--- config.mk ---
export PLATFORM = sky130hd
export DESIGN_NAME = modem_reply_and_command_parser_flat
export DESIGN_NICKNAME = d
export VERILOG_FILES = /design/src/rtl/mrcp_pkg.sv /design/src/rtl/mrcp_if.sv /design/src/rtl/mrcp_reply.sv /design/src/rtl/mrcp_number.sv /design/src/rtl/modem_reply_and_command_parser.sv /design/src/flat_wrapper.sv
export SDC_FILE = /design/constraint.sdc
export NUM_CORES = 1
export LEC_CHECK = 0
export BUFFER_PORTS_ARGS = -buffer_cell sky130_fd_sc_hd__clkbuf_2
export CAP_MARGIN = 0
export CELL_PAD_IN_SITES_DETAIL_PLACEMENT = 1
export CELL_PAD_IN_SITES_GLOBAL_PLACEMENT = 1
export CORE_MARGIN = 1
export CORE_UTILIZATION = 45
export CTS_BUF_LIST = sky130_fd_sc_hd__clkbuf_16
export CTS_CLUSTER_SIZE = 20
export DETAILED_ROUTE_END_ITERATION = 10
export PLACE_DENSITY_LB_ADDON = 0.1
export SLEW_MARGIN = 30
export SYNTH_ARGS = -nofsm -noshare
export SYNTH_HDL_FRONTEND = slang
export SYNTH_SLANG_ARGS = --single-unit
--- constraint.sdc ---
create_clock -name clk -period 2.9 [get_ports clk]
set_input_delay 0.145 -clock clk [delete_from_list [all_inputs] [get_ports clk]]
set_output_delay 0.145 -clock clk [all_outputs]
set_load 0.005 [all_outputs]
--- src/rtl/mrcp_pkg.sv ---
// Types and constants shared by the modem reply and command parser.
// No dependencies.
`default_nettype none
package mrcp_pkg;

  typedef enum logic [4:0] {
    R_IDLE = 5'd0,
    R_O    = 5'd1,
    R_GT   = 5'd2,
    R_CR   = 5'd3,
    R_LF   = 5'd4,
    R_E1   = 5'd5,
    R_E2   = 5'd6,
    R_E3   = 5'd7,
    R_E4   = 5'd8,
    R_S    = 5'd9,
    R_ST1  = 5'd10,
    R_ST2  = 5'd11,
    R_ST3  = 5'd12,
    R_ST4  = 5'd13,
    R_ST5  = 5'd14,
    R_R    = 5'd15,
    R_RD   = 5'd16,
    R_SE   = 5'd17,
    R_C1   = 5'd18,
    R_C2   = 5'd19,
    R_C3   = 5'd20,
    R_C4   = 5'd21,
    R_U1   = 5'd22,
    R_U2   = 5'd23,
    R_U3   = 5'd24,
    R_U4   = 5'd25,
    R_U5   = 5'd26
  } reply_state_t;

  typedef enum logic [1:0] {
    N_IDLE   = 2'd0,
    N_PLUS   = 2'd1,
    N_DIGITS = 2'd2
  } number_state_t;

  typedef enum logic [1:0] {
    CODE_OK     = 2'd0,
    CODE_READY  = 2'd1,
    CODE_ERROR  = 2'd2,
    CODE_UNREAD = 2'd3
  } resp_code_t;

  localparam logic [7:0] CH_CR    = 8'd13;
  localparam logic [7:0] CH_LF    = 8'd10;
  localparam logic [7:0] CH_QUOTE = 8'h22;
  localparam logic [7:0] BYTE_ONES = 8'hFF;

  typedef struct packed {
    logic       response_valid;
    resp_code_t response_code;
    logic       status_request;
    logic [7:0] digital_out;
    logic       port_touched;
    logic       unread_seen;
  } reply_res_t;

  typedef struct packed {
    logic       number_write;
    logic [4:0] number_index;
    logic [7:0] number_char;
    logic       number_done;
    logic       number_cleared;
  } number_res_t;

endpackage
`default_nettype wire

--- src/rtl/mrcp_if.sv ---
// Valid/ready channel interfaces for the parser's input bytes and results.
// No dependencies.
`default_nettype none
interface mrcp_in_if;
  logic       valid;
  logic       ready;
  logic [7:0] rx_byte;
  modport source (output valid, output rx_byte, input ready);
  modport sink   (input valid, input rx_byte, output ready);
endinterface

interface mrcp_out_if;
  logic       valid;
  logic       ready;
  logic       response_valid;
  logic [1:0] response_code;
  logic       status_request;
  logic [7:0] digital_out;
  logic       port_touched;
  logic       unread_seen;
  logic       number_write;
  logic [4:0] number_index;
  logic [7:0] number_char;
  logic       number_done;
  logic       number_cleared;
  modport source (output valid, output response_valid, output response_code,
                  output status_request, output digital_out, output port_touched,
                  output unread_seen, output number_write, output number_index,
                  output number_char, output number_done, output number_cleared,
                  input ready);
  modport sink   (input valid, input response_valid, input response_code,
                  input status_request, input digital_out, input port_touched,
                  input unread_seen, input number_write, input number_index,
                  input number_char, input number_done, input number_cleared,
                  output ready);
endinterface
`default_nettype wire

--- src/rtl/mrcp_reply.sv ---
// Reply and command token matcher with mode flags and the output bit register.
// Depends on mrcp_pkg.
`default_nettype none
module mrcp_reply
  import mrcp_pkg::*;
(
  input  wire logic       clk,
  input  wire logic       rst_n,
  input  wire logic       step,
  input  wire logic [7:0] rx_byte,
  output reply_res_t      res
);

  reply_state_t state_r, state_nxt;
  resp_code_t   pend_r, pend_nxt;
  logic         set_r, set_nxt;
  logic         clr_r, clr_nxt;
  logic [7:0]   bits_r, bits_nxt;

  always_ff @(posedge clk) begin
    if (!rst_n) begin
      state_r <= R_IDLE;
      pend_r  <= CODE_OK;
      set_r   <= 1'b0;
      clr_r   <= 1'b0;
      bits_r  <= '0;
    end else if (step) begin
      state_r <= state_nxt;
      pend_r  <= pend_nxt;
      set_r   <= set_nxt;
      clr_r   <= clr_nxt;
      bits_r  <= bits_nxt;
    end
  end

  always_comb begin
    logic [7:0] mask;
    mask      = 8'd1 << rx_byte[2:0];
    state_nxt = R_IDLE;
    pend_nxt  = pend_r;
    set_nxt   = set_r;
    clr_nxt   = clr_r;
    bits_nxt  = bits_r;
    res       = '0;
    case (state_r)
      R_IDLE: begin
        pend_nxt = CODE_OK;
        case (rx_byte)
          "O":     state_nxt = R_O;
          ">":     state_nxt = R_GT;
          "E":     state_nxt = R_E1;
          "S":     state_nxt = R_S;
          "R":     state_nxt = R_R;
          "C":     state_nxt = R_C1;
          "U":     state_nxt = R_U1;
          default: state_nxt = R_IDLE;
        endcase
      end
      R_O: begin
        if (rx_byte == "K") begin
          pend_nxt  = CODE_OK;
          state_nxt = R_CR;
        end
      end
      R_GT: begin
        if (rx_byte == " ") begin
          pend_nxt = CODE_READY;
          res.response_valid = 1'b1;
          res.response_code  = CODE_READY;
        end
      end
      R_CR:  if (rx_byte == CH_CR) state_nxt = R_LF;
      R_LF: begin
        if (rx_byte == CH_LF) begin
          res.response_valid = 1'b1;
          res.response_code  = pend_r;
        end
      end
      R_E1:  if (rx_byte == "R") state_nxt = R_E2;
      R_E2:  if (rx_byte == "R") state_nxt = R_E3;
      R_E3:  if (rx_byte == "O") state_nxt = R_E4;
      R_E4: begin
        if (rx_byte == "R") begin
          pend_nxt = CODE_ERROR;
          res.response_valid = 1'b1;
          res.response_code  = CODE_ERROR;
        end
      end
      R_S: begin
        if (rx_byte == "t") state_nxt = R_ST1;
        else if (rx_byte == "e") state_nxt = R_SE;
      end
      R_ST1: if (rx_byte == "a") state_nxt = R_ST2;
      R_ST2: if (rx_byte == "t") state_nxt = R_ST3;
      R_ST3: if (rx_byte == "u") state_nxt = R_ST4;
      R_ST4: if (rx_byte == "s") state_nxt = R_ST5;
      R_ST5: res.status_request = (rx_byte == "?");
      R_R:   if (rx_byte == "D") state_nxt = R_RD;
      R_RD: begin
        if (rx_byte >= "0" && rx_byte <= "7") begin
          if (set_r) bits_nxt = bits_nxt | mask;
          if (clr_r) bits_nxt = bits_nxt & (BYTE_ONES ^ mask);
        end
        res.port_touched = 1'b1;
      end
      R_SE: begin
        if (rx_byte == "t") begin
          set_nxt = 1'b1;
          clr_nxt = 1'b0;
        end
      end
      R_C1:  if (rx_byte == "l") state_nxt = R_C2;
      R_C2:  if (rx_byte == "e") state_nxt = R_C3;
      R_C3:  if (rx_byte == "a") state_nxt = R_C4;
      R_C4: begin
        if (rx_byte == "r") begin
          clr_nxt = 1'b1;
          set_nxt = 1'b0;
        end
      end
      R_U1:  if (rx_byte == "N") state_nxt = R_U2;
      R_U2:  if (rx_byte == "R") state_nxt = R_U3;
      R_U3:  if (rx_byte == "E") state_nxt = R_U4;
      R_U4:  if (rx_byte == "A") state_nxt = R_U5;
      R_U5: begin
        if (rx_byte == "D") begin
          pend_nxt = CODE_UNREAD;
          res.response_valid = 1'b1;
          res.response_code  = CODE_UNREAD;
          res.unread_seen    = 1'b1;
        end
      end
      default: state_nxt = R_IDLE;
    endcase
    res.digital_out = bits_nxt;
  end

endmodule
`default_nettype wire

--- src/rtl/mrcp_number.sv ---
// Quoted phone number matcher: tracks the write position and reports stores.
// Depends on mrcp_pkg.
`default_nettype none
module mrcp_number
  import mrcp_pkg::*;
#(
  parameter int NUMBER_LEN = 32
) (
  input  wire logic       clk,
  input  wire logic       rst_n,
  input  wire logic       step,
  input  wire logic [7:0] rx_byte,
  output number_res_t     res
);

  localparam int IW = $clog2(NUMBER_LEN);
  localparam logic [IW-1:0] LAST = IW'(NUMBER_LEN - 1);

  number_state_t  state_r, state_nxt;
  logic [IW-1:0]  widx_r, widx_nxt;
  logic [31:0]    widx_ext;

  assign widx_ext = 32'(widx_r);

  always_ff @(posedge clk) begin
    if (!rst_n) begin
      state_r <= N_IDLE;
      widx_r  <= '0;
    end else if (step) begin
      state_r <= state_nxt;
      widx_r  <= widx_nxt;
    end
  end

  always_comb begin
    state_nxt = state_r;
    widx_nxt  = widx_r;
    res       = '0;
    case (state_r)
      N_IDLE: begin
        if (rx_byte == CH_QUOTE) begin
          state_nxt = N_PLUS;
          widx_nxt  = '0;
        end
      end
      N_PLUS: begin
        if (rx_byte == "+") begin
          res.number_write = 1'b1;
          res.number_index = widx_ext[4:0];
          res.number_char  = rx_byte;
          if (widx_r < LAST) widx_nxt = widx_r + 1'b1;
          state_nxt = N_DIGITS;
        end else begin
          state_nxt = N_IDLE;
          widx_nxt  = '0;
        end
      end
      N_DIGITS: begin
        if (rx_byte >= "0" && rx_byte <= "9") begin
          if (widx_r < LAST) begin
            res.number_write = 1'b1;
            res.number_index = widx_ext[4:0];
            res.number_char  = rx_byte;
            widx_nxt = widx_r + 1'b1;
          end
        end else if (rx_byte == CH_QUOTE) begin
          res.number_write = 1'b1;
          res.number_index = widx_ext[4:0];
          res.number_done  = 1'b1;
          widx_nxt  = '0;
          state_nxt = N_IDLE;
        end else begin
          res.number_write   = 1'b1;
          res.number_cleared = 1'b1;
          widx_nxt  = '0;
          state_nxt = N_IDLE;
        end
      end
      default: begin
        res.number_write   = 1'b1;
        res.number_cleared = 1'b1;
        widx_nxt  = '0;
        state_nxt = N_IDLE;
      end
    endcase
  end

endmodule
`default_nettype wire

--- src/rtl/modem_reply_and_command_parser.sv ---
// Modem reply and command parser, top level.
// Depends on mrcp_pkg, mrcp_if, mrcp_reply and mrcp_number.
//
// Usage:
//   in_ch carries one received modem byte (rx_byte) per item. out_ch carries
//   one result item per input item: reply events, the Status? pulse, the
//   eight remotely controlled output bits, the RD pulse, and the phone number
//   store write (position and character) with done and cleared flags.
//   The reply matcher and number matcher both see every byte.
// Latency and throughput:
//   A result appears on out_ch in the cycle after its byte is accepted. One item
//   is accepted every cycle while out_ch takes its results; the figure is set by
//   the single result register that follows the two matchers' next-state logic.
// Reset:
//   rst_n low (synchronous) returns both matchers to idle, clears the mode
//   flags, the output bits and the write position, and empties the result
//   register.
// Stall:
//   While out_ch is stalled with a result held, in_ch.ready is low; a new
//   byte is taken in the same cycle that the held result is taken.
`default_nettype none
module modem_reply_and_command_parser
  import mrcp_pkg::*;
#(
  parameter int NUMBER_LEN = 32
) (
  input  wire logic  clk,
  input  wire logic  rst_n,
  mrcp_in_if.sink    in_ch,
  mrcp_out_if.source out_ch
);

  logic        accept;
  logic        out_valid_r;
  reply_res_t  reply_res;
  number_res_t num_res;
  reply_res_t  reply_r;
  number_res_t num_r;

  assign in_ch.ready = !out_valid_r || out_ch.ready;
  assign accept      = in_ch.valid && in_ch.ready;

  mrcp_reply u_reply (
    .clk     (clk),
    .rst_n   (rst_n),
    .step    (accept),
    .rx_byte (in_ch.rx_byte),
    .res     (reply_res)
  );

  mrcp_number #(
    .NUMBER_LEN (NUMBER_LEN)
  ) u_number (
    .clk     (clk),
    .rst_n   (rst_n),
    .step    (accept),
    .rx_byte (in_ch.rx_byte),
    .res     (num_res)
  );

  always_ff @(posedge clk) begin
    if (!rst_n) begin
      out_valid_r <= 1'b0;
    end else if (accept) begin
      out_valid_r <= 1'b1;
    end else if (out_ch.ready) begin
      out_valid_r <= 1'b0;
    end
  end

  always_ff @(posedge clk) begin
    if (accept) begin
      reply_r <= reply_res;
      num_r   <= num_res;
    end
  end

  assign out_ch.valid          = out_valid_r;
  assign out_ch.response_valid = reply_r.response_valid;
  assign out_ch.response_code  = reply_r.response_code;
  assign out_ch.status_request = reply_r.status_request;
  assign out_ch.digital_out    = reply_r.digital_out;
  assign out_ch.port_touched   = reply_r.port_touched;
  assign out_ch.unread_seen    = reply_r.unread_seen;
  assign out_ch.number_write   = num_r.number_write;
  assign out_ch.number_index   = num_r.number_index;
  assign out_ch.number_char    = num_r.number_char;
  assign out_ch.number_done    = num_r.number_done;
  assign out_ch.number_cleared = num_r.number_cleared;

endmodule
`default_nettype wire

--- src/flat_wrapper.sv ---
// flat-port wrapper written by rule: the top's interface ports become plain ports
module modem_reply_and_command_parser_flat import mrcp_pkg::*;
#(
  parameter int NUMBER_LEN = 32
)
  (clk, rst_n, in_ch_valid, in_ch_rx_byte, in_ch_ready, out_ch_valid, out_ch_response_valid, out_ch_response_code, out_ch_status_request, out_ch_digital_out, out_ch_port_touched, out_ch_unread_seen, out_ch_number_write, out_ch_number_index, out_ch_number_char, out_ch_number_done, out_ch_number_cleared, out_ch_ready);
  mrcp_in_if in_ch_i ();
  mrcp_out_if out_ch_i ();
  input  wire logic clk;
  input  wire logic rst_n;
  input wire logic [$bits(in_ch_i.valid)-1:0] in_ch_valid;
  input wire logic [$bits(in_ch_i.rx_byte)-1:0] in_ch_rx_byte;
  output wire logic [$bits(in_ch_i.ready)-1:0] in_ch_ready;
  output wire logic [$bits(out_ch_i.valid)-1:0] out_ch_valid;
  output wire logic [$bits(out_ch_i.response_valid)-1:0] out_ch_response_valid;
  output wire logic [$bits(out_ch_i.response_code)-1:0] out_ch_response_code;
  output wire logic [$bits(out_ch_i.status_request)-1:0] out_ch_status_request;
  output wire logic [$bits(out_ch_i.digital_out)-1:0] out_ch_digital_out;
  output wire logic [$bits(out_ch_i.port_touched)-1:0] out_ch_port_touched;
  output wire logic [$bits(out_ch_i.unread_seen)-1:0] out_ch_unread_seen;
  output wire logic [$bits(out_ch_i.number_write)-1:0] out_ch_number_write;
  output wire logic [$bits(out_ch_i.number_index)-1:0] out_ch_number_index;
  output wire logic [$bits(out_ch_i.number_char)-1:0] out_ch_number_char;
  output wire logic [$bits(out_ch_i.number_done)-1:0] out_ch_number_done;
  output wire logic [$bits(out_ch_i.number_cleared)-1:0] out_ch_number_cleared;
  input wire logic [$bits(out_ch_i.ready)-1:0] out_ch_ready;
  assign in_ch_i.valid = in_ch_valid;
  assign in_ch_i.rx_byte = in_ch_rx_byte;
  assign in_ch_ready = in_ch_i.ready;
  assign out_ch_valid = out_ch_i.valid;
  assign out_ch_response_valid = out_ch_i.response_valid;
  assign out_ch_response_code = out_ch_i.response_code;
  assign out_ch_status_request = out_ch_i.status_request;
  assign out_ch_digital_out = out_ch_i.digital_out;
  assign out_ch_port_touched = out_ch_i.port_touched;
  assign out_ch_unread_seen = out_ch_i.unread_seen;
  assign out_ch_number_write = out_ch_i.number_write;
  assign out_ch_number_index = out_ch_i.number_index;
  assign out_ch_number_char = out_ch_i.number_char;
  assign out_ch_number_done = out_ch_i.number_done;
  assign out_ch_number_cleared = out_ch_i.number_cleared;
  assign out_ch_i.ready = out_ch_ready;
  modem_reply_and_command_parser #(.NUMBER_LEN(NUMBER_LEN)) u_core (.clk(clk), .rst_n(rst_n), .in_ch(in_ch_i), .out_ch(out_ch_i));
endmodule
* Word level (Yosys, flattened, before mapping)
Index checks and enable logic that the tools add are counted.
** Storage, ports and cells
- Register bits :: 55
- Bits in latches :: 0
- Bits in writable memories :: 0
- Bits in read-only memories :: 0
- Input bits :: 12
- Word-level logic and storage cells :: 172
- Memories :: 0
** Cells by class
- Add/subtract/negate cells :: 1
- Multipliers :: 0
- Div/mod/pow operators :: 0
- $lt $le $gt $ge :: 4
- Equal/unequal tests :: 60
- Shift-type cells :: 1
- Muxes and demuxes :: 67
- Bitwise logic cells :: 4
- Reductions and logical operators :: 16
** Operators by type and width (count)
- $eq A8 B7 Y1 const B :: 17
- $pmux W5 S19 :: 1
- $mux W5 :: 15
- $mux W8 :: 7
- $eq A5 B5 Y1 const B :: 11
- $eq A5 B4 Y1 const B :: 8
- $eq A8 B6 Y1 const B :: 5
- $pmux W5 S7 :: 1
- $mux W14 :: 2
- $pmux W13 S2 :: 1
- $mux W3 :: 7
- $eq A5 B3 Y1 const B :: 4
- $mux W4 :: 5
- $eq A8 B4 Y1 const B :: 2
- $le A8 B6 Y1 const B :: 2
- $mux W2 :: 8
- $ne A2 B2 Y1 const B :: 8
- $pmux W5 S3 :: 1
- $pmux W3 S4 :: 1
- $mux W1 :: 11
- $eq A5 B2 Y1 const B :: 2
- $pmux W2 S5 :: 1
- $and A8 B8 Y8 :: 1
- $ge A8 B6 Y1 const B :: 1
- other kinds (25) :: 31

* Logic depth before layout (Yosys ltp)
Gate-level depths: netlist of run 1.
- Depth after elaboration :: 9
- Depth in mapped cells :: 7

* By module
From an unflattened synthesis of run 1, not the netlist that was laid out.
** Second synthesis, totals
- Cells, all modules :: 387
- Area, all modules :: 3668.5 µm²
** By module, submodules not included
- mrcp_reply :: times used 1, cells an instance 260, area each 1933.1 µm², seq. area each 340.3 µm²
- modem_reply_and_command_parser :: times used 1, cells an instance 35, area each 958.4 µm², seq. area each 920.9 µm²
- mrcp_number :: times used 1, cells an instance 92, area each 777.0 µm², seq. area each 140.1 µm²

* Least setup slack after synthesis of run 1
No wires, ideal clock.
- Path type :: register -> register
- From :: register u_core.out_valid_r, in the netlist u_core.out_ch.valid
- To :: register u_core.u_number.state_r[0]
- Library setup time :: 0.128 ns
- Arrival time :: 1.694 ns
- Path slack :: 1.078 ns
- Stages on the path, launching flop included :: 8
- Clock period less this slack :: 1.822 ns
- Path through :: dfxtp_1 nand2b_1 nand2_1 inv_1 buf_2 nand3_1 mux2i_1 nor2_1
** Between the ends
- Longest elaborated chain between the ends :: 4
** Ends and longest elaborated chain
- start: declaration :: RTL line modem_reply_and_command_parser.sv:34 : logic out_valid_r;
- start signal: assignment :: RTL line modem_reply_and_command_parser.sv:63 : out_valid_r <= 1'b0;
- start signal: assignment :: RTL line modem_reply_and_command_parser.sv:65 : out_valid_r <= 1'b1;
- start signal: assignment :: RTL line modem_reply_and_command_parser.sv:67 : out_valid_r <= 1'b0;
- $logic_not A1 Y1 :: RTL line modem_reply_and_command_parser.sv:40 : assign in_ch.ready = !out_valid_r || out_ch.ready;
- $logic_or A1 B1 Y1 :: RTL line modem_reply_and_command_parser.sv:40
- named net in_ch_ready :: RTL line flat_wrapper.sv:13 : output wire logic [$bits(in_ch_i.ready)-1:0] in_ch_ready;
- $logic_and A1 B1 Y1 :: RTL line modem_reply_and_command_parser.sv:41 : assign accept = in_ch.valid && in_ch.ready;
- named net u_core.accept :: RTL line modem_reply_and_command_parser.sv:33 : logic accept;
- $reduce_and A3 Y1 (no source line)
- end signal: assignment :: RTL line mrcp_number.sv:30 : state_r <= state_nxt;
- end: declaration :: RTL line mrcp_number.sv:19 : number_state_t state_r, state_nxt;
The timed path passes the listed nets, and every way through them passes these cells.
A chain may end at the register's enable or synchronous reset.

* Final worst setup path of run 1
- From :: register u_core.u_reply.state_r[1]
- To :: register u_core.u_reply.pend_r[0]
** Between the ends
- Longest elaborated chain between the ends :: 3
- Elaborated cells between the ends (all ways) :: 12
- Those cells by class :: 8 x eq/ne; 1 x mux; 3 x reduce/logical
** Ends and longest elaborated chain
- start: declaration :: RTL line mrcp_reply.sv:14 : reply_state_t state_r, state_nxt;
- start signal: assignment :: RTL line mrcp_reply.sv:28 : state_r <= state_nxt;
- $eq A5 B5 Y1, or another cell as far along :: RTL line mrcp_reply.sv:45 : case (state_r)
- $reduce_bool A5 Y1 (no source line) or $ne A2 B2 Y1 (tied branches)
- $reduce_and A6 Y1 (no source line)
- end signal: assignment :: RTL line mrcp_reply.sv:29 : pend_r <= pend_nxt;
- end: declaration :: RTL line mrcp_reply.sv:15 : resp_code_t pend_r, pend_nxt;
Parallel ways exist; a longest one is shown, timed or not.

==> qor.txt, run 1 <==
Number of setup buffers added after CTS = 0
Number of clock sinks seen by CTS = 55
TritonCTS clock tree = yes
Total number of placement rows = 32
Outcome = finished, final reports clean
Data required time of the critical path = 3.11 ns
Share of synthesized area occupied by flip-flops and latches = 39.5%
Max Fclk = 434 MHz
Cell Area, Placed = 0.00378 sq mm
Core Box Area = 0.00769 sq mm
Area share of the leading cell type in the synthesized netlist = 25.4%
Final net count = 434
Boundary Pins = 44
Slew @ Worst Pin = 0.706 ns
Remaining max-slew budget at the tightest pin = 52.9%
Die footprint = 0.00824 sq mm
Worst clock skew on the final layout = 0.00766 ns
Path type of the worst setup path = reg2reg
Post-route clock period utilization = 79.4%
Number of antenna-violating nets in the routed design = 0
Number of gates given a new drive strength after cts = 0
Count of flip-flops with a built-in enable after synthesis = 30
Starting density of the core = 46.1%
Leakage power = 1.51 nW
Post-route DRC violation count = 0
Number of antenna violations at the first check in global routing = 0
Post-synthesis cell type with the largest combined area = sky130_fd_sc_hd__edfxtp_1
Clock root cell = sky130_fd_sc_hd__clkbuf_16
Total setup violations reported at the end of the flow = 0
Maximum Capacitance Violations = 0
Clock slew at reported path FFs = 0.08 ns
Most area-consuming cells after synthesis = sky130_fd_sc_hd__edfxtp_1, sky130_fd_sc_hd__dfxtp_1, sky130_fd_sc_hd__a21oi_1, sky130_fd_sc_hd__nand2_1, sky130_fd_sc_hd__nand3_1
Detailed-route wire length per cell = 19.5 um
Largest net degree at the start of global routing = 29
Dpl ws = 0.651 ns
Critical Path Source Type = flip-flop
Area growth from synthesis to final layout = 11.3%
Total of flip-flops plus latches after synthesis = 55
Width of the chip = 90.8 um
Power per cell area = 423 mW/mm^2
Chain of cells forming the critical path = buf_4 > or3b_2 > a311oi_2 > nor4_4 > a21bo_2 > a21oi_1
Synth unique cells = 72
Shortest period the worst path allows = 2.30 ns
Number of global-route vias before repair = 3,129
DRT iter0 DRCs = 162
Cell class contributing the biggest share of worst-path delay = compound AO/OA/AOI/OAI gates
Number of standard cells after synthesis = 386
Post-synthesis average cell area = 9.19 sq um
Number of buffers created by CTS = 5
Most frequently used flop master after synthesis = sky130_fd_sc_hd__edfxtp_1
RD Place Congestion = 0.958
Global-route wire length before repair = 16,600 um
Final HPWL from detailed placement = 7400 um
Standard cell with the maximum stage delay on the critical path = sky130_fd_sc_hd__dfxtp_1
Ys Warns = 0
Vert. Die Dim = 90.8 um
Number of H-tree branching levels = 2
Core utilization of the finished layout = 51.4%
Overall track demand over capacity in global routing = 25.3%
Fraction of final layout cells with drive strength greater than 1 = 20.8%
Non-Filler Cell Area, Final = 0.00395 sq mm
Post-synthesis instance area = 0.00355 sq mm
Max incr delay on CP = 0.58 ns
Port Buffer Count = 43
List of most frequent post-synthesis cells = sky130_fd_sc_hd__nand2_1, sky130_fd_sc_hd__nor2_1, sky130_fd_sc_hd__edfxtp_1, sky130_fd_sc_hd__a21oi_1, sky130_fd_sc_hd__dfxtp_1
Setup repair after global routing missed its margin = no
Critical path peak fanout = 13
Kind of capture point of the worst setup path = flip-flop
Final worst slack = 0.597 ns
Iteration count of the initial detailed-routing pass = 5
Clock Tree Buf Depth = 2
Skew-Pair Late Insertion Delay = 0.29 ns
Arrival time at the worst endpoint = 2.51 ns
Peak supply drop = 0.243 mV
Number of hold violations in the final report = 0
Cts hold-fix bufs = 0
Worst min-delay path class = in2reg
Pins over their slew limit = 0
Vias after detailed routing = 3,270
Share of synthesized registers carrying an async set or reset = 0%
Routed wire length = 10,200 um
Number of buffer and inverter stages on the critical path = 1
Count leader, synth = sky130_fd_sc_hd__nand2_1
Routed vias/inst = 6.29
Residual overflow from global routing = 0
Antenna diode count = 0
Total negative slack = 0 ns
[where the power goes]
part,total [W],internal (W),switching (W)
Sequential,0.000846,0.000840,0.00000602
Combinational,0.000141,0.0000447,0.0000964
Clock,0.000685,0.000405,0.000280
Total,0.00167,0.00129,0.000383
[logic make-up (layout without fill, tap and decap cells)]
kind of cell	after synthesis	in the layout	share of synthesized area, %
AOI/OAI and AO/OA	103	103	20.6
buffers and inverters	42	73	6.42
other	1	2	0.106
and+or+nand+nor	173	173	29.7
xor gates and xnor gates	2	2	0.494
muxes	4	4	1.13
DFF	55	55	39.5
adders and majority gates	6	6	2.05
[state kept, by name (all words and copies together) (netlist names), 2 cells and up]
signal,cells
u_core.u_number.state_r,2
u_core.out_ch.number_index,5
u_core.u_reply.bits_r,8
u_core.out_ch.number_char,8
u_core.u_reply.state_r,5
u_core.out_ch.digital_out,8
u_core.u_number.widx_r,5
u_core.out_ch.response_code,2
u_core.u_reply.pend_r,2
[placed cells by master, fill, tap and decap left out, types with 3 or more instances in the layout]
| cell type | instances |
|---|---|
| sky130_fd_sc_hd__clkbuf_2 | 43 |
| sky130_fd_sc_hd__o22ai_1 | 4 |
| sky130_fd_sc_hd__o32ai_1 | 3 |
| sky130_fd_sc_hd__nor2b_1 | 7 |
| sky130_fd_sc_hd__nor3b_1 | 4 |
| sky130_fd_sc_hd__and2_1 | 4 |
| sky130_fd_sc_hd__inv_1 | 14 |
| sky130_fd_sc_hd__a211oi_1 | 11 |
| sky130_fd_sc_hd__nand2_1 | 34 |
| sky130_fd_sc_hd__ha_1 | 5 |
| sky130_fd_sc_hd__nand3_1 | 24 |
| sky130_fd_sc_hd__mux2i_1 | 4 |
| sky130_fd_sc_hd__buf_4 | 9 |
| sky130_fd_sc_hd__o221a_2 | 3 |
| sky130_fd_sc_hd__a31oi_1 | 17 |
| sky130_fd_sc_hd__nand2b_1 | 5 |
| sky130_fd_sc_hd__nor4_1 | 6 |
| sky130_fd_sc_hd__and3_1 | 12 |
| sky130_fd_sc_hd__nor4b_4 | 4 |
| sky130_fd_sc_hd__o21ai_0 | 10 |
| sky130_fd_sc_hd__nor3_1 | 11 |
| sky130_fd_sc_hd__clkbuf_16 | 5 |
| sky130_fd_sc_hd__a21oi_1 | 28 |
| sky130_fd_sc_hd__nor2_1 | 31 |
| sky130_fd_sc_hd__dfxtp_1 | 25 |
| sky130_fd_sc_hd__edfxtp_1 | 30 |
| sky130_fd_sc_hd__nand4_1 | 6 |
[metal layers]
layer	global-route usage [%]	wire, um
met1	34.8	4660
met2	40.8	4690
met3	3.11	552
met4	9.39	258
met5	0	0
[path summary, 6_finish.rpt]
check	from	end	slack, ns	cells after the start
setup / recovery	u_core.u_reply.state_r[1]	u_core.u_reply.pend_r[0]	0.60	6
hold / removal	in_ch_valid	u_core.out_ch.valid	0.08	3
setup reg to reg	u_core.u_reply.state_r[1]	u_core.u_reply.pend_r[0]	0.60	6
hold reg to reg	u_core.u_reply.clr_r	u_core.u_reply.clr_r	0.50	2
[area by class of cell]
class                           count  area [sq um]
Tap cell                          102           128
Inverter                           13          48.8
Multi-Input combinational cell    290          1920
Clock inverter                      3          41.3
Timing Repair Buffer               52           283
Clock buffer                        5           125
Sequential cell                    55          1400
Fill cell                         917          3740
[tightest hold or removal path, stage by stage]
cell	delay (ns)
sky130_fd_sc_hd__clkbuf_2	0.09
sky130_fd_sc_hd__inv_1	0.05
sky130_fd_sc_hd__a21oi_1	0.05
[through the flow]
stage | power [W] | hold slack, ns | cells
2_1_floorplan | 0.000949 | 0.274 | 387
3_3_place_gp | 0.00100 | 0.375 | 512
3_5_place_dp | 0.00100 | 0.389 | 512
4_1_cts | 0.00169 | 0.0804 | 520
5_1_grt | 0.00173 | 0.0847 | 520
6_report | 0.00167 | 0.0796 | 520
No activity file was read; power rests on OpenSTA's default activity.
==> run 2: changes to the inputs <==
Settings changed: ABC_AREA set to 1, CORE_UTILIZATION 45 to 42.
Clock period 2.9 ns to 2.4 ns, I/O delays scaled along.
==> run 2 against run 1 <==
Against the previous run: sequential power up 25%; worst setup slack worse by 0.11 ns; critical path depth down 1; hold slack better by 0.047 ns; critical endpoint is now u_core.out_ch.number_char[1]; largest power group unchanged.
==> qor.txt, run 2 <==
Outcome = finished, final reports clean
Area share of the leading cell type in the synthesized netlist = 25.3%
Number of standard cells after synthesis = 528
Pins over their slew limit = 0
Global-route wire length before repair = 17,300 um
Met1 layer wirelength in the final routing = 5120 um
Peak supply drop = 0.290 mV
Critical path peak fanout = 7
Routed wire length = 10,900 um
Boundary Pins = 44
Commonest non-fill, non-tap cells in the layout = sky130_fd_sc_hd__nand2_1, sky130_fd_sc_hd__nor2_1, sky130_fd_sc_hd__inv_1, sky130_fd_sc_hd__clkbuf_2, sky130_fd_sc_hd__nand3_1
Crit path to = u_core.out_ch.number_char[1]
Most frequent cell on the critical path = sky130_fd_sc_hd__nor2_1
Most area-consuming cells after synthesis = sky130_fd_sc_hd__edfxtp_1, sky130_fd_sc_hd__nand2_1, sky130_fd_sc_hd__dfxtp_1, sky130_fd_sc_hd__nor2_1, sky130_fd_sc_hd__inv_1
Total negative slack = 0 ns
Post-synthesis instance area = 0.00356 sq mm
Standard cell with the maximum stage delay on the critical path = sky130_fd_sc_hd__nor2_1
Starting density of the core = 43.4%
Reg-to-reg endpoint = u_core.out_ch.number_char[1]
Post-synthesis average cell area = 6.75 sq um
Top routing layer in use = met4
Area growth from synthesis to final layout = 13.4%
Width of the chip = 94.1 um
DRT iter0 DRCs = 175
Vert. Die Dim = 94.1 um
Most frequently used flop master after synthesis = sky130_fd_sc_hd__edfxtp_1
Slew @ Worst Pin = 0.622 ns
Wire length on met3 = 323 um
Residual overflow from global routing = 0
Skew-Pair Late Insertion Delay = 0.30 ns
Total setup violations reported at the end of the flow = 0
Most common cell after layout, fill and taps aside = sky130_fd_sc_hd__nand2_1
Path type of the worst setup path = reg2reg
TritonCTS clock tree = yes
Number of setup buffers added after CTS = 0
Number of clock sinks seen by CTS = 55
Critical Path Source Type = flip-flop
Number of hold violations in the final report = 0
Port Buffer Count = 43
Shortest period the worst path allows = 1.91 ns
Minimum setup slack among reg-to-reg paths = 0.49 ns
Setup repair after global routing missed its margin = no
Number of global-route vias before repair = 3,465
Worst min-delay path class = in2reg
Ys Warns = 0
Number of antenna violations at the first check in global routing = 0
Power per cell area = 518 mW/mm^2
RD Place Congestion = 0.943
Number of buffer and inverter stages on the critical path = 1
Iteration count of the initial detailed-routing pass = 4
Share of synthesized area occupied by flip-flops and latches = 39.3%
Largest net degree at the start of global routing = 39
Max incr delay on CP = 0.47 ns
Core utilization of the finished layout = 49.2%
Arrival time at the worst endpoint = 1.97 ns
Die footprint = 0.00885 sq mm
Count leader, synth = sky130_fd_sc_hd__nand2_1
Antenna diode count = 0
Number of gates given a new drive strength after cts = 0
Core Box Area = 0.00822 sq mm
Remaining max-slew budget at the tightest pin = 58.5%
Synth unique cells = 38
Post-Route Hold Slack = 0.127 ns
Post-synthesis cell type with the largest combined area = sky130_fd_sc_hd__edfxtp_1
Vias after detailed routing = 3,550
Logic depth of the worst path, buffers included = 5
Post-route DRC violation count = 0
Worst clock skew on the final layout = 0.00628 ns
Chain of cells forming the critical path = nand4_1 > nor2_1 > inv_1 > a21oi_1 > nor2_1
Fraction of final layout cells with drive strength greater than 1 = 16.4%
Detailed-route wire length per cell = 16.1 um
Clock Tree Buf Depth = 2
Data required time of the critical path = 2.46 ns
Filler cell count = 1,109
Number of antenna-violating nets in the routed design = 0
List of most frequent post-synthesis cells = sky130_fd_sc_hd__nand2_1, sky130_fd_sc_hd__nor2_1, sky130_fd_sc_hd__inv_1, sky130_fd_sc_hd__nand3_1, sky130_fd_sc_hd__a21oi_1
Total power = 0.00209 W
Clock slew at reported path FFs = 0.08 ns
Final HPWL from detailed placement = 8750 um
Clock root cell = sky130_fd_sc_hd__clkbuf_16
Number of buffers created by CTS = 5
Total length of routed met2 wires = 5370 um
Final net count = 588
Total of flip-flops plus latches after synthesis = 55
Leakage power = 1.89 nW
Number of H-tree branching levels = 2
Reg2Reg Launch Point = u_core.u_number.widx_r[0]
Cts hold-fix bufs = 0
Max Fclk = 523 MHz
Total number of placement rows = 33
Maximum Capacitance Violations = 0
Logic depth of the worst register-to-register path = 5
Kind of capture point of the worst setup path = flip-flop
Routed vias/inst = 5.24
Source of the critical timing path = u_core.u_number.widx_r[0]
Cell class contributing the biggest share of worst-path delay = simple AND/OR/NAND/NOR gates
Overall track demand over capacity in global routing = 25.5%
Count of flip-flops with a built-in enable after synthesis = 30
Post-route clock period utilization = 79.7%
Share of synthesized registers carrying an async set or reset = 0%
==> run 2: changes by cell type after synthesis, moves of 11 or more <==
cell                       previous run  this run
sky130_fd_sc_hd__a31oi_1             17         1
sky130_fd_sc_hd__and3_1              12         1
sky130_fd_sc_hd__inv_1               13        64
sky130_fd_sc_hd__a211oi_1            11         0
sky130_fd_sc_hd__nand2_1             34       151
sky130_fd_sc_hd__nand3_1             24        39
sky130_fd_sc_hd__nor2_1              31        91
==> run 2: cell families after synthesis <==
family | after synthesis | share of synthesized area, %
simple gates | 330 | 40.9
buf+inv | 79 | 8.75
compound gates | 58 | 9.13
flops | 55 | 39.3
fa+ha+maj | 5 | 1.76
other cells | 1 | 0.105
==> run 2: final cells by class <==
class,count,area [sq um],share of cell area [%]
Multi-Input combinational cell,395,1850,45.9
Sequential cell,55,1400,34.7
Inverter,70,265,6.57
Timing Repair Buffer,44,235,5.82
Tap cell,105,131,3.25
Clock buffer,5,125,3.10
Clock inverter,3,27.5,0.682
==> run 2: per-stage QoR <==
stage	setup WS, ns	instance area (sq um)	instances
5_1_grt	0.322	4040	677
4_1_cts	0.496	4040	677
3_5_place_dp	0.508	3890	669
3_3_place_gp	0.554	3890	669
2_1_floorplan	0.720	3570	529
6_report	0.488	4040	677
==> run 2: metal layers <==
metal  vias to the layer above  global-route usage [%]
li1                       1765                       -
met1                      1719                    33.7
met2                        60                    44.1
met3                         6                    3.32
met4                         0                    5.13
met5                         -                       0
==> run 2: worst reg2reg max path: stages, from the launching register on <==
cell	delay, ns
sky130_fd_sc_hd__dfxtp_1	0.46
sky130_fd_sc_hd__nand4_1	0.16
sky130_fd_sc_hd__nor2_1	0.47
sky130_fd_sc_hd__inv_1	0.30
sky130_fd_sc_hd__a21oi_1	0.22
sky130_fd_sc_hd__nor2_1	0.07
==> run 2: how the worst min path moves through the flow <==
stage	startpoint	endpoint	slack (ns)	depth (start not counted)
3_5_place_dp	out_ch_ready	u_core.out_ch.valid	0.45	4
5_1_grt	out_ch_ready	u_core.out_ch.valid	0.17	4
6_report	out_ch_ready	u_core.out_ch.valid	0.13	4
3_3_place_gp	out_ch_ready	u_core.out_ch.valid	0.44	4
4_1_cts	out_ch_ready	u_core.out_ch.valid	0.13	4
2_1_floorplan	rst_n	u_core.u_reply.bits_r[0]	0.26	2
==> run 2: power by group <==
group	switching, W	internal [W]	total (W)
clock	0.000388	0.000398	0.000786
combinational	0.000171	0.0000757	0.000247
sequential	0.0000176	0.00104	0.00106
total	0.000577	0.00151	0.00209
